## src/rtl/core/tci_pkg.sv

```systemverilog
`timescale 1ns / 1ps
`default_nettype none

package tci_pkg;

  // Curve geometry
  localparam int NUM_POINTS = 6;
  localparam int PT_IDX_W   = 3;
  localparam int SPEED_W    = 16;
  localparam int PCT_W      = 8;

  // Item and register widths
  localparam int RATE_W     = 20;
  localparam int COUNT_W    = 3;
  localparam int DIVISOR_W  = 16;
  localparam int CFG_IDX_W  = 3;
  localparam int CFG_DATA_W = 24;

  // Shared divider: dividend/quotient width and step count
  localparam int QUO_W      = 24;
  localparam int DIV_STEPS  = 24;
  localparam int DIV_CNT_W  = 5;

  // Register indexes
  localparam logic [CFG_IDX_W-1:0] REG_POINT_A     = 3'd0;
  localparam logic [CFG_IDX_W-1:0] REG_POINT_COUNT = 3'd6;
  localparam logic [CFG_IDX_W-1:0] REG_DIVISOR     = 3'd7;

  // Reset values of the configuration registers
  localparam logic [COUNT_W-1:0]   COUNT_RESET   = 3'd6;
  localparam logic [DIVISOR_W-1:0] DIVISOR_RESET = 16'd32;

  typedef struct packed {
    logic [PCT_W-1:0]   pct;
    logic [SPEED_W-1:0] speed;
  } point_t;

  typedef struct packed {
    point_t [NUM_POINTS-1:0] points;
    logic [COUNT_W-1:0]      point_count;
    logic [DIVISOR_W-1:0]    divisor;
  } cfg_t;

  // Request to the shared divider
  typedef struct packed {
    logic                 start;
    logic [QUO_W-1:0]     dividend;
    logic [DIVISOR_W-1:0] divisor;
  } div_req_t;

  // Response from the shared divider
  typedef struct packed {
    logic             done;
    logic [QUO_W-1:0] quotient;
  } div_rsp_t;

  typedef enum logic [3:0] {
    ST_IDLE,
    ST_DIV_RATE,
    ST_CHK_FIRST,
    ST_CHK_LAST,
    ST_SEARCH,
    ST_MUL_LO,
    ST_MUL_HI,
    ST_DIV_START,
    ST_DIV_SPAN,
    ST_FINISH
  } ctrl_state_e;

  // Default curve point after reset
  function automatic point_t point_reset(input logic [PT_IDX_W-1:0] idx);
    point_t p;
    p = '0;
    unique case (idx)
      3'd0:    p = '{pct: 8'd100, speed: 16'd0};
      3'd1:    p = '{pct: 8'd88,  speed: 16'd400};
      3'd2:    p = '{pct: 8'd71,  speed: 16'd800};
      3'd3:    p = '{pct: 8'd50,  speed: 16'd1200};
      3'd4:    p = '{pct: 8'd25,  speed: 16'd2000};
      3'd5:    p = '{pct: 8'd8,   speed: 16'd3000};
      default: p = '0;
    endcase
    return p;
  endfunction

endpackage

`default_nettype wire

```

## src/rtl/core/tci_div.sv

```systemverilog
`timescale 1ns / 1ps
`default_nettype none

// Restoring divider, one quotient bit per cycle, shared by both divisions
module tci_div
  import tci_pkg::*;
(
  input  wire logic     clk_i,
  input  wire logic     rst_ni,
  input  wire div_req_t req_i,
  output div_rsp_t      rsp_o
);

  logic                 busy_q, busy_d;
  logic                 done_q, done_d;
  logic [DIV_CNT_W-1:0] cnt_q, cnt_d;
  logic [DIVISOR_W-1:0] rem_q, rem_d;
  logic [DIVISOR_W-1:0] dsr_q, dsr_d;
  logic [QUO_W-1:0]     quo_q, quo_d;

  logic [DIVISOR_W:0]   trial;
  logic [DIVISOR_W:0]   diff;
  logic                 fits;

  // One shift-compare-subtract step
  assign trial = {rem_q, quo_q[QUO_W-1]};
  assign diff  = trial - {1'b0, dsr_q};
  assign fits  = (trial >= {1'b0, dsr_q});

  always_comb begin
    busy_d = busy_q;
    done_d = 1'b0;
    cnt_d  = cnt_q;
    rem_d  = rem_q;
    dsr_d  = dsr_q;
    quo_d  = quo_q;
    if (req_i.start) begin
      busy_d = 1'b1;
      cnt_d  = DIV_CNT_W'(DIV_STEPS);
      rem_d  = '0;
      dsr_d  = req_i.divisor;
      quo_d  = req_i.dividend;
    end else if (busy_q) begin
      rem_d = fits ? diff[DIVISOR_W-1:0] : trial[DIVISOR_W-1:0];
      quo_d = {quo_q[QUO_W-2:0], fits};
      cnt_d = cnt_q - 1'b1;
      if (cnt_q == DIV_CNT_W'(1)) begin
        busy_d = 1'b0;
        done_d = 1'b1;
      end
    end
  end

  always_ff @(posedge clk_i or negedge rst_ni) begin
    if (!rst_ni) begin
      busy_q <= 1'b0;
      done_q <= 1'b0;
      cnt_q  <= '0;
    end else begin
      busy_q <= busy_d;
      done_q <= done_d;
      cnt_q  <= cnt_d;
    end
  end

  // Datapath, no reset
  always_ff @(posedge clk_i) begin
    rem_q <= rem_d;
    dsr_q <= dsr_d;
    quo_q <= quo_d;
  end

  assign rsp_o.done     = done_q;
  assign rsp_o.quotient = quo_q;

  // A new division only starts on an idle unit
  a_start_idle: assert property (@(posedge clk_i) disable iff (!rst_ni)
    req_i.start |-> !busy_q)
    else $error("divider restarted while busy");

  // Done follows the last step
  a_done_after_last: assert property (@(posedge clk_i) disable iff (!rst_ni)
    (busy_q && !req_i.start && cnt_q == DIV_CNT_W'(1)) |=> (done_q && !busy_q))
    else $error("divider done missing after final step");

endmodule

`default_nettype wire

```

## src/rtl/core/tci_ctrl.sv

```systemverilog
`timescale 1ns / 1ps
`default_nettype none

// Sequencer: rate division, segment search, numerator build, span division
module tci_ctrl
  import tci_pkg::*;
(
  input  wire logic              clk_i,
  input  wire logic              rst_ni,
  input  wire cfg_t              cfg_i,
  input  wire logic              in_valid_i,
  output logic                   in_ready_o,
  input  wire logic [RATE_W-1:0] step_rate_i,
  output div_req_t               div_req_o,
  input  wire div_rsp_t          div_rsp_i,
  output logic                   res_valid_o,
  input  wire logic              res_ready_i,
  output logic [PCT_W-1:0]       res_data_o
);

  ctrl_state_e          state_q, state_d;
  logic [RATE_W-1:0]    s_q, s_d;
  logic [PT_IDX_W-1:0]  idx_q, idx_d;
  logic [SPEED_W-1:0]   prev_x_q, prev_x_d;
  logic [PCT_W-1:0]     prev_y_q, prev_y_d;
  logic [SPEED_W-1:0]   cur_x_q, cur_x_d;
  logic [PCT_W-1:0]     cur_y_q, cur_y_d;
  logic [QUO_W-1:0]     acc_q, acc_d;
  logic [PCT_W-1:0]     res_q, res_d;

  logic [COUNT_W-1:0]   n_sat;
  logic [PT_IDX_W-1:0]  last;
  logic                 zero_case;
  logic [PT_IDX_W-1:0]  rd_idx;
  point_t               pt;
  logic [RATE_W-1:0]    pt_speed;
  logic [SPEED_W-1:0]   s16;
  logic [PCT_W-1:0]     mul_a;
  logic [SPEED_W-1:0]   mul_b;
  logic [QUO_W-1:0]     prod;

  // Point count saturates at the table size
  assign n_sat     = (cfg_i.point_count > COUNT_W'(NUM_POINTS)) ?
                     COUNT_W'(NUM_POINTS) : cfg_i.point_count;
  assign last      = PT_IDX_W'(n_sat - 1'b1);
  assign zero_case = (cfg_i.point_count == '0) || (cfg_i.divisor == '0);

  // Single read port onto the curve registers
  always_comb begin
    unique case (state_q)
      ST_CHK_LAST: rd_idx = last;
      ST_SEARCH:   rd_idx = idx_q;
      default:     rd_idx = '0;
    endcase
  end

  assign pt       = cfg_i.points[rd_idx];
  assign pt_speed = {{(RATE_W-SPEED_W){1'b0}}, pt.speed};

  // Inside a segment the full-step rate is at most x1, so it fits 16 bits
  assign s16 = s_q[SPEED_W-1:0];

  // Shared 8x16 multiplier
  always_comb begin
    if (state_q == ST_MUL_LO) begin
      mul_a = prev_y_q;
      mul_b = cur_x_q - s16;
    end else begin
      mul_a = cur_y_q;
      mul_b = s16 - prev_x_q;
    end
  end

  assign prod = {{(QUO_W-PCT_W){1'b0}}, mul_a} * {{(QUO_W-SPEED_W){1'b0}}, mul_b};

  // Next state and outputs
  always_comb begin
    state_d  = state_q;
    s_d      = s_q;
    idx_d    = idx_q;
    prev_x_d = prev_x_q;
    prev_y_d = prev_y_q;
    cur_x_d  = cur_x_q;
    cur_y_d  = cur_y_q;
    acc_d    = acc_q;
    res_d    = res_q;

    in_ready_o         = 1'b0;
    res_valid_o        = 1'b0;
    div_req_o.start    = 1'b0;
    div_req_o.dividend = {{(QUO_W-RATE_W){1'b0}}, step_rate_i};
    div_req_o.divisor  = cfg_i.divisor;

    unique case (state_q)
      ST_IDLE: begin
        in_ready_o = 1'b1;
        if (in_valid_i) begin
          if (zero_case) begin
            res_d   = '0;
            state_d = ST_FINISH;
          end else begin
            div_req_o.start = 1'b1;
            state_d         = ST_DIV_RATE;
          end
        end
      end
      ST_DIV_RATE: begin
        if (div_rsp_i.done) begin
          s_d     = div_rsp_i.quotient[RATE_W-1:0];
          state_d = ST_CHK_FIRST;
        end
      end
      // At or below the first point
      ST_CHK_FIRST: begin
        if (s_q <= pt_speed) begin
          res_d   = pt.pct;
          state_d = ST_FINISH;
        end else begin
          prev_x_d = pt.speed;
          prev_y_d = pt.pct;
          idx_d    = PT_IDX_W'(1);
          state_d  = ST_CHK_LAST;
        end
      end
      // At or above the last point in use
      ST_CHK_LAST: begin
        if (s_q >= pt_speed) begin
          res_d   = pt.pct;
          state_d = ST_FINISH;
        end else begin
          state_d = ST_SEARCH;
        end
      end
      // First point not below the rate closes the segment
      ST_SEARCH: begin
        if (s_q <= pt_speed) begin
          cur_x_d = pt.speed;
          cur_y_d = pt.pct;
          state_d = ST_MUL_LO;
        end else begin
          prev_x_d = pt.speed;
          prev_y_d = pt.pct;
          idx_d    = idx_q + 1'b1;
        end
      end
      ST_MUL_LO: begin
        acc_d   = prod;
        state_d = ST_MUL_HI;
      end
      ST_MUL_HI: begin
        acc_d   = acc_q + prod;
        state_d = ST_DIV_START;
      end
      ST_DIV_START: begin
        div_req_o.start    = 1'b1;
        div_req_o.dividend = acc_q;
        div_req_o.divisor  = cur_x_q - prev_x_q;
        state_d            = ST_DIV_SPAN;
      end
      ST_DIV_SPAN: begin
        if (div_rsp_i.done) begin
          res_d   = div_rsp_i.quotient[PCT_W-1:0];
          state_d = ST_FINISH;
        end
      end
      ST_FINISH: begin
        res_valid_o = 1'b1;
        if (res_ready_i) begin
          state_d = ST_IDLE;
        end
      end
      default: begin
        state_d = ST_IDLE;
      end
    endcase
  end

  always_ff @(posedge clk_i or negedge rst_ni) begin
    if (!rst_ni) begin
      state_q <= ST_IDLE;
    end else begin
      state_q <= state_d;
    end
  end

  // Datapath, no reset
  always_ff @(posedge clk_i) begin
    s_q      <= s_d;
    idx_q    <= idx_d;
    prev_x_q <= prev_x_d;
    prev_y_q <= prev_y_d;
    cur_x_q  <= cur_x_d;
    cur_y_q  <= cur_y_d;
    acc_q    <= acc_d;
    res_q    <= res_d;
  end

  assign res_data_o = res_q;

  // Divider answers only while a division is awaited
  a_done_expected: assert property (@(posedge clk_i) disable iff (!rst_ni)
    div_rsp_i.done |-> (state_q == ST_DIV_RATE || state_q == ST_DIV_SPAN))
    else $error("unexpected divider completion");

  // Search never runs past the last point in use
  a_search_bound: assert property (@(posedge clk_i) disable iff (!rst_ni)
    (state_q == ST_SEARCH) |-> (idx_q <= last))
    else $error("segment search overran the curve");

  // Segment span is never zero
  a_span_nonzero: assert property (@(posedge clk_i) disable iff (!rst_ni)
    (state_q == ST_DIV_START) |-> (cur_x_q > prev_x_q))
    else $error("zero segment span");

endmodule

`default_nettype wire

```

## src/rtl/core/torque_curve_interpolator.sv

```systemverilog
`timescale 1ns / 1ps
`default_nettype none

// Torque curve interpolator.
// Input channel: in_valid_i/in_ready_o with step_rate_i (microsteps per second).
// Output channel: out_valid_o/out_ready_i with torque_percent_o, one result
// per input transfer, in order.
// Configuration: cfg_we_i writes cfg_data_i into register cfg_idx_i (0-5 curve
// points, 6 point count, 7 microstep divisor); write only while idle.
// Each item runs on one shared 24-step restoring divider: first the rate
// divided by the microstep divisor, then, for a rate inside the curve, the
// interpolation numerator divided by the segment span; a segment search of
// one point per cycle and two multiply steps come in between.
// A zero count or divisor gives 0 with no division; a rate at or beyond
// either end of the curve gives that end point's percent with no second one.
// One item is in work at a time, until its result enters the output register.
// The output register frees the core, so the next item is taken while a
// result still waits; if the receiver stalls longer, the core holds its
// result and input ready stays low.
// Reset restores the default six-point curve, count 6, divisor 32.
module torque_curve_interpolator
  import tci_pkg::*;
(
  input  wire logic                  clk_i,
  input  wire logic                  rst_ni,
  input  wire logic                  cfg_we_i,
  input  wire logic [CFG_IDX_W-1:0]  cfg_idx_i,
  input  wire logic [CFG_DATA_W-1:0] cfg_data_i,
  input  wire logic                  in_valid_i,
  output logic                       in_ready_o,
  input  wire logic [RATE_W-1:0]     step_rate_i,
  output logic                       out_valid_o,
  input  wire logic                  out_ready_i,
  output logic [PCT_W-1:0]           torque_percent_o
);

  point_t [NUM_POINTS-1:0] points_q;
  logic [COUNT_W-1:0]      count_q;
  logic [DIVISOR_W-1:0]    divisor_q;
  cfg_t                    cfg;

  div_req_t                div_req;
  div_rsp_t                div_rsp;

  logic                    res_valid;
  logic                    res_ready;
  logic [PCT_W-1:0]        res_data;

  logic                    out_valid_q;
  logic [PCT_W-1:0]        torque_q;

  // Configuration registers
  always_ff @(posedge clk_i or negedge rst_ni) begin
    if (!rst_ni) begin
      for (int i = 0; i < NUM_POINTS; i++) begin
        points_q[i] <= point_reset(PT_IDX_W'(i));
      end
      count_q   <= COUNT_RESET;
      divisor_q <= DIVISOR_RESET;
    end else if (cfg_we_i) begin
      if (cfg_idx_i < REG_POINT_A + CFG_IDX_W'(NUM_POINTS)) begin
        points_q[cfg_idx_i - REG_POINT_A] <= cfg_data_i;
      end else if (cfg_idx_i == REG_POINT_COUNT) begin
        count_q <= cfg_data_i[COUNT_W-1:0];
      end else if (cfg_idx_i == REG_DIVISOR) begin
        divisor_q <= cfg_data_i[DIVISOR_W-1:0];
      end
    end
  end

  assign cfg.points      = points_q;
  assign cfg.point_count = count_q;
  assign cfg.divisor     = divisor_q;

  tci_ctrl u_ctrl (
    .clk_i       (clk_i),
    .rst_ni      (rst_ni),
    .cfg_i       (cfg),
    .in_valid_i  (in_valid_i),
    .in_ready_o  (in_ready_o),
    .step_rate_i (step_rate_i),
    .div_req_o   (div_req),
    .div_rsp_i   (div_rsp),
    .res_valid_o (res_valid),
    .res_ready_i (res_ready),
    .res_data_o  (res_data)
  );

  tci_div u_div (
    .clk_i  (clk_i),
    .rst_ni (rst_ni),
    .req_i  (div_req),
    .rsp_o  (div_rsp)
  );

  // Output register: loads when empty or draining
  assign res_ready = !out_valid_q || out_ready_i;

  always_ff @(posedge clk_i or negedge rst_ni) begin
    if (!rst_ni) begin
      out_valid_q <= 1'b0;
    end else if (res_valid && res_ready) begin
      out_valid_q <= 1'b1;
    end else if (out_ready_i) begin
      out_valid_q <= 1'b0;
    end
  end

  always_ff @(posedge clk_i) begin
    if (res_valid && res_ready) begin
      torque_q <= res_data;
    end
  end

  assign out_valid_o      = out_valid_q;
  assign torque_percent_o = torque_q;

  // A held result is never overwritten by the core
  a_no_overwrite: assert property (@(posedge clk_i) disable iff (!rst_ni)
    (out_valid_q && !out_ready_i) |=> (out_valid_q && $stable(torque_q)))
    else $error("pending result overwritten");

endmodule

`default_nettype wire
```

## config.mk

```make
export PLATFORM = sky130hd
export DESIGN_NAME = torque_curve_interpolator
export DESIGN_NICKNAME = d
export VERILOG_FILES = /design/src/rtl/core/tci_pkg.sv /design/src/rtl/core/tci_div.sv /design/src/rtl/core/tci_ctrl.sv /design/src/rtl/core/torque_curve_interpolator.sv
export SDC_FILE = /design/constraint.sdc
export NUM_CORES = 1
export LEC_CHECK = 0
export ABC_CLOCK_PERIOD_IN_PS = 23400
export BUFFER_PORTS_ARGS = -buffer_cell sky130_fd_sc_hd__buf_2
export CAP_MARGIN = 20
export CORE_UTILIZATION = 25
export CTS_CLUSTER_DIAMETER = 60
export CTS_CLUSTER_SIZE = 10
export DETAILED_ROUTE_END_ITERATION = 12
export HOLD_SLACK_MARGIN = 0.1
export SYNTH_ARGS = -nofsm -noshare
export SYNTH_HDL_FRONTEND = slang
export SYNTH_HIERARCHICAL = 1
export SYNTH_SLANG_ARGS = --single-unit
export TNS_END_PERCENT = 10
```

## constraint.sdc

```tcl
create_clock -name clk_i -period 23.4 [get_ports clk_i]
set_input_delay 2.34 -clock clk_i [delete_from_list [all_inputs] [get_ports clk_i]]
set_output_delay 2.34 -clock clk_i [all_outputs]
set_load 0.02 [all_outputs]
```

Yosys cells after proc, flatten, opt, wreduce, memory -nomap -nowiden

Cells that the tools add are included.

Add/sub/neg operators: 8
Reductions and logical operators: 23
Equal/unequal tests: 22
Bitwise logic cells: 3
Multiplexer cells: 47
$lt $le $gt $ge: 8
$mul: 1

Operator list:

| operator             | count |
|---|---|
| $bwmux W144          | 1 |
| $mux W24             | 4 |
| $bmux W24 S3         | 1 |
| $demux W24 S3        | 1 |
| $sub A16 B16 Y16     | 4 |
| $mux W8              | 6 |
| $pmux W24 S2         | 1 |
| $mux W40             | 1 |
| $pmux W4 S10         | 1 |
| $mux W16             | 2 |
| $mux W4              | 8 |
| $pmux W8 S4          | 1 |
| $add A24 B24 Y24     | 1 |
| $mul A8 B16 Y24      | 1 |
| $ge A20 B16 Y1       | 1 |
| $le A20 B16 Y1       | 1 |
| $ge A17 B16 Y1       | 1 |
| $eq A4 B3 Y1 const B | 4 |
| $logic_not A16 Y1    | 1 |
| $mux W1              | 12 |
| $ne A2 B1 Y1 const B | 6 |
| $pmux W3 S2          | 2 |
| $mux W5              | 2 |
| $mux W3              | 3 |
| other kinds (28)     | 46 |

Register bits: 342
Output and inout port bits: 10

Logic depth before layout (Yosys ltp)

Depth after elaboration: 9
Depth in mapped cells: 35

Hierarchy

Netlist, hierarchy kept.

Modules (own cells, without submodules):

| module                    | instances | area each (sq um) | cells each |
|---|---|---|---|
| tci_ctrl                  | 1         | 14,286.2          | 1,699 |
| torque_curve_interpolator | 1         | 6,515.0           | 366 |
| tci_div                   | 1         | 3,384.5           | 305 |

Least setup slack after synthesis

OpenSTA, ideal clock, no wires.

Path kind: reg-to-reg
Start point: register u_ctrl.s_q[0]
End point: register u_ctrl.acc_q[21], data pin
Cell stages (with the launch flop): 36
Arrival time: 7.663 ns
Clock period less this slack: 7.919 ns
Setup slack: 15.481 ns
Cells stage by stage: edfxtp_1 > inv_1 > ha_1 > fa_1 > nor2b_1 > o21ai_1 > a21oi_1 > o31ai_1 > a21boi_0 > or3_1 > a31o_2 > nand2_1 > fa_1 > inv_1 > fa_1 > fa_1 > inv_1 > fa_1 > inv_1 > ha_1 > or4_4 > o221ai_1 > a21oi_1 > o21a_1 > o21ai_0 > nand2b_1 > xor2_1 > ha_1 > a21o_1 > a21oi_1 > nor2_1 > o41ai_1 > o31ai_4 > a21o_1 > a211o_1 > a22o_1

Word-level cells in the longest chain between the ends: 5
Elaborated cells between the ends (all ways): 6

Ends and longest elaborated chain:

| what                                | RTL line                       | RTL |
|---|---|---|
| start: declaration                  | tci_ctrl.sv:22                 | `logic [RATE_W-1:0] s_q, s_d;` |
| start signal: assignment            | tci_ctrl.sv:188                | `s_q <= s_d;` |
| $sub A16 B16 Y16 (on tied branches) | tci_ctrl.sv:70, tci_ctrl.sv:67 |  |
| $mux W16 (*)                        | tci_ctrl.sv:65                 | `if (state_q == ST_MUL_LO) begin` |
| $mul A8 B16 Y24 (*)                 | tci_ctrl.sv:74                 | `assign prod = {{(QUO_W-PCT_W){1'b0}}, mul_a} * {{(QUO_W-SPEED_W){1'b0}}, mul_b};` |
| $add A24 B24 Y24                    | tci_ctrl.sv:151                | `acc_d = acc_q + prod;` |
| $pmux W24 S2 (*)                    | tci_ctrl.sv:94                 | `unique case (state_q)` |
| net u_ctrl.acc_d[21]                | tci_ctrl.sv:28                 | `logic [QUO_W-1:0] acc_q, acc_d;` |
| end signal: assignment              | tci_ctrl.sv:194                | `acc_q <= acc_d;` |
| end: declaration                    | tci_ctrl.sv:28                 |  |

Mark *: on every way through the listed nets, which the timed path passes. The rest lies on a longest branch.
A chain may end at the register's enable or synchronous reset.

Final worst setup path

Start point: register u_ctrl.state_q[2]
End point: register u_ctrl.acc_q[23], data pin

Word-level cells in the longest chain between the ends: 5
Elaborated cells between the ends (all ways): 7

Ends and longest elaborated chain:

| what                                       | RTL line                       | RTL |
|---|---|---|
| start: declaration                         | tci_ctrl.sv:21                 | `ctrl_state_e state_q, state_d;` |
| start signal: assignment                   | tci_ctrl.sv:182                | `state_q <= state_d;` |
| $eq A4 B3 Y1                               | tci_ctrl.sv:65, tci_ctrl.sv:94 |  |
| $mux W8 / $mux W16 (equally long branches) | tci_ctrl.sv:65                 |  |
| $mul A8 B16 Y24                            | tci_ctrl.sv:74                 |  |
| $add A24 B24 Y24                           | tci_ctrl.sv:151                |  |
| $pmux W24 S2 (*)                           | tci_ctrl.sv:94                 |  |
| net u_ctrl.acc_d[23]                       | tci_ctrl.sv:28                 |  |

Marked as above.

==> metrics.txt <==
outcome finished clean; syn_nets 2,662; Async S/R FF share, synth 0.512; number of routed nets with antenna violations 0; commonest non-fill, non-tap cell in the layout nand2_1; endpoints failing setup 0; All-Layer GR Usage 0.133; RSZ-0062 raised after global routing no; Reg-to-Reg Start u_ctrl/state_q[2]; DRC 0; vias per std cell 4.81; Final Cycle Share 0.380; Worst Path Buf+Inv 4; grt ovf 0; average size of a mapped cell 10.2 um2; MaxCap Viol Count 0; startpoint types flop; Die ar. between 0.09 and 0.1 mm2; FF-to-FF End u_ctrl/acc_q[23]; CTS Buf Count 43; Initial Utilization 0.253; row count 113; WHS Endpoint torque_percent_o[1]; Port Buffers 61; H-tree depth 2; die width 313 um; CP top delay family compound AO/OA/AOI/OAI gates; IO Pins 62; CTS resizes 0; max-slew violations 0; Syn Inst Count 2,370; WHS Path Cells 0; placed inst area 0.0260 mm2; vias in the first global route 17,600; Crit. End Element flop; Sum Neg Setup Slack 0 ps; first-pass GRT wire length 103,000 um; Core Box Area about 0.095 mm2; commonest non-fill, non-tap cells in the layout nand2_1 (299), inv_1 (196), mux2_2 (191); post-CTS setup buffers 0; slowest CP cell dfrtp_1; hold bufs inserted after CTS 0; Synth top area share 0.187; Yosys reg bits 342; register area share after synthesis 0.384; via count 17,800; Final min period 8900 ps; cell taking the most area after synthesis edfxtp_1; Util after Layout 0.286; DRT Pass-1 Iters 5; hold wc startpoint u_ctrl/res_data_o[1]; clock transition at the registers of the reported paths 60 ps; Worst slew margin 0.283; clk root buf clkbuf_16; CP max FO 28; initial antenna violation count 5; final instance area 0.0273 mm2; worst hold path type flop to flop; largest net degree at the start of global routing 98; Crit path top cell by count fa_1; WP data required 23,710 ps; worst skew pair latency slightly below 600 ps; layout cell share with drive strength beyond 1 0.178; Post-synth EDFFs about 150; CP Data Arrival Time between 9000 and 10,000 ps; Synth area leaders edfxtp_1 (19%), dfrtp_1 (14%), mux2_2 (8.9%); synth warn 6; Max Root-Sink Buffers 3; R2R depth 30; clk_skew just under 30 ps; Max Clk Rate about 110 MHz; Fin. Hold Viols 0; Synth Cell Area 0.0242 mm2; Synth cell types 104; Reg2Reg Setup Slack between 10,000 and 15,000 ps; fin nets 2,705; WL per Instance 17.7 um; Die Y 313 um; synthesis-to-finish area growth 13.0%; Final Wtd Congestion 0.890; Final HPWL DP slightly below 50,000 um; Worst Max-Slew Pin Slew 1070 ps; post-detailed-routing wire length 65,600 um; CTS tree built; slowest stage delay, CP 850 ps; antenna cell count 0; DRT iter0 DRCs approximately 1,200; kind of critical path flop to flop; CTS sink cnt 342; Main synth FF type edfxtp_1
==> worst max path at each step <==
stage / from / slack [ps] / cells past startpoint / end
2_1_floorplan: u_ctrl/s_q[0] / 15480 / 35 / u_ctrl/acc_q[21]
3_3_place_gp: u_ctrl/state_q[2] / 14780 / 30 / u_ctrl/acc_q[23]
6_report: u_ctrl/state_q[2] / 14500 / 30 / u_ctrl/acc_q[23]
5_1_grt: u_ctrl/state_q[2] / 13960 / 30 / u_ctrl/acc_q[23]
4_1_cts: u_ctrl/state_q[2] / 14590 / 30 / u_ctrl/acc_q[23]
3_5_place_dp: u_ctrl/state_q[2] / 14640 / 30 / u_ctrl/acc_q[23]
==> Yosys cell counts, types with 9 or more instances <==
| library cell | n |
|---|---|
| a211oi_1 | 21 |
| a21o_1 | 42 |
| a21oi_1 | 93 |
| a22o_1 | 10 |
| a22oi_1 | 10 |
| a31oi_1 | 9 |
| and2_1 | 16 |
| and3_1 | 65 |
| buf_2 | 27 |
| buf_6 | 10 |
| clkbuf_1 | 41 |
| dfrtp_1 | 132 |
| dfstp_2 | 43 |
| dfxtp_1 | 16 |
| edfxtp_1 | 151 |
| fa_1 | 89 |
| ha_1 | 151 |
| inv_1 | 196 |
| mux2_2 | 191 |
| mux2i_1 | 35 |
| nand2_1 | 299 |
| nand2b_1 | 31 |
| nand3_1 | 27 |
| nand3b_1 | 11 |
| nand4_1 | 26 |
| nor2_1 | 153 |
| nor2b_1 | 16 |
| nor3_1 | 27 |
| o211ai_1 | 34 |
| o21a_1 | 20 |
| o21ai_0 | 81 |
| o21ai_1 | 11 |
| o21bai_1 | 11 |
| o31ai_1 | 12 |
| o32a_1 | 15 |
| o32ai_1 | 9 |
| or3_1 | 9 |
| xnor2_1 | 44 |
| xor2_1 | 27 |
==> per-stage QoR <==
| stage | hold WS, ps | std cells | worst slack (ps) |
|---|---|---|---|
| 4_1_cts | 419 | 3707 | 14590 |
| 5_1_grt | 432 | 3709 | 13960 |
| 3_5_place_dp | 407 | 3631 | 14640 |
| 3_3_place_gp | 403 | 3630 | 14780 |
| 6_report | 421 | 3709 | 14500 |
| 2_1_floorplan | 400 | 2370 | 15480 |
==> area by class of cell <==
| cell class | count | area, um2 |
|---|---|---|
| flip-flops and latches | 342 | 9290 |
| fillers | 9943 | 68100 |
| clock inverters | 9 | 148 |
| repair buffers | 91 | 597 |
| clock buffers | 67 | 1170 |
| multi-input cells | 1739 | 13800 |
| well taps | 1265 | 1580 |
| inverters | 196 | 736 |
==> state kept, by name, summed over array words and instances (netlist names), 4 cells and up <==
name and count:
cfg 144, u_ctrl/acc_q 24, u_div/quo_q 24, u_ctrl/s_q 20, divisor_q 16, u_ctrl/cur_x_q 16, u_ctrl/prev_x_q 16, u_div/dsr_q 16
u_div/rem_q 16, torque_percent_o 8, u_ctrl/cur_y_q 8, u_ctrl/prev_y_q 8, u_ctrl/res_data_o 8, u_div/cnt_q 5, u_ctrl/state_q 4
==> worst register-to-register path, delay by kind of cell (launching register included) <==
kind | cells | cell delay, ps
AOI/OAI and AO/OA | 11 | 2770
xor gates and xnor gates | 1 | 200
adders and majority gates | 6 | 2650
buffers and inverters | 4 | 510
DFF | 1 | 850
and+or+nand+nor | 8 | 1690
==> cells by family after synthesis <==
group / Yosys count / synth area share
muxes: 227 / 0.104
buffers and inverters: 289 / 0.0504
adders and majority gates: 240 / 0.152
and+or+nand+nor: 740 / 0.150
DFF: 342 / 0.384
AOI/OAI and AO/OA: 461 / 0.134
xor gates and xnor gates: 71 / 0.0257
==> metal layers <==
layer | vias up | global-route usage | wire, um
li1 | 8553 | - | -
met1 | 8773 | 0.178 | 29400
met2 | 405 | 0.220 | 31100
met3 | 116 | 0.0199 | 3040
met4 | 0 | 0.0436 | 2080
met5 | - | 0 | 0
Power is not shown: default switching activity piles up to over one toggle a cycle in this logic, so the estimate is an artifact.
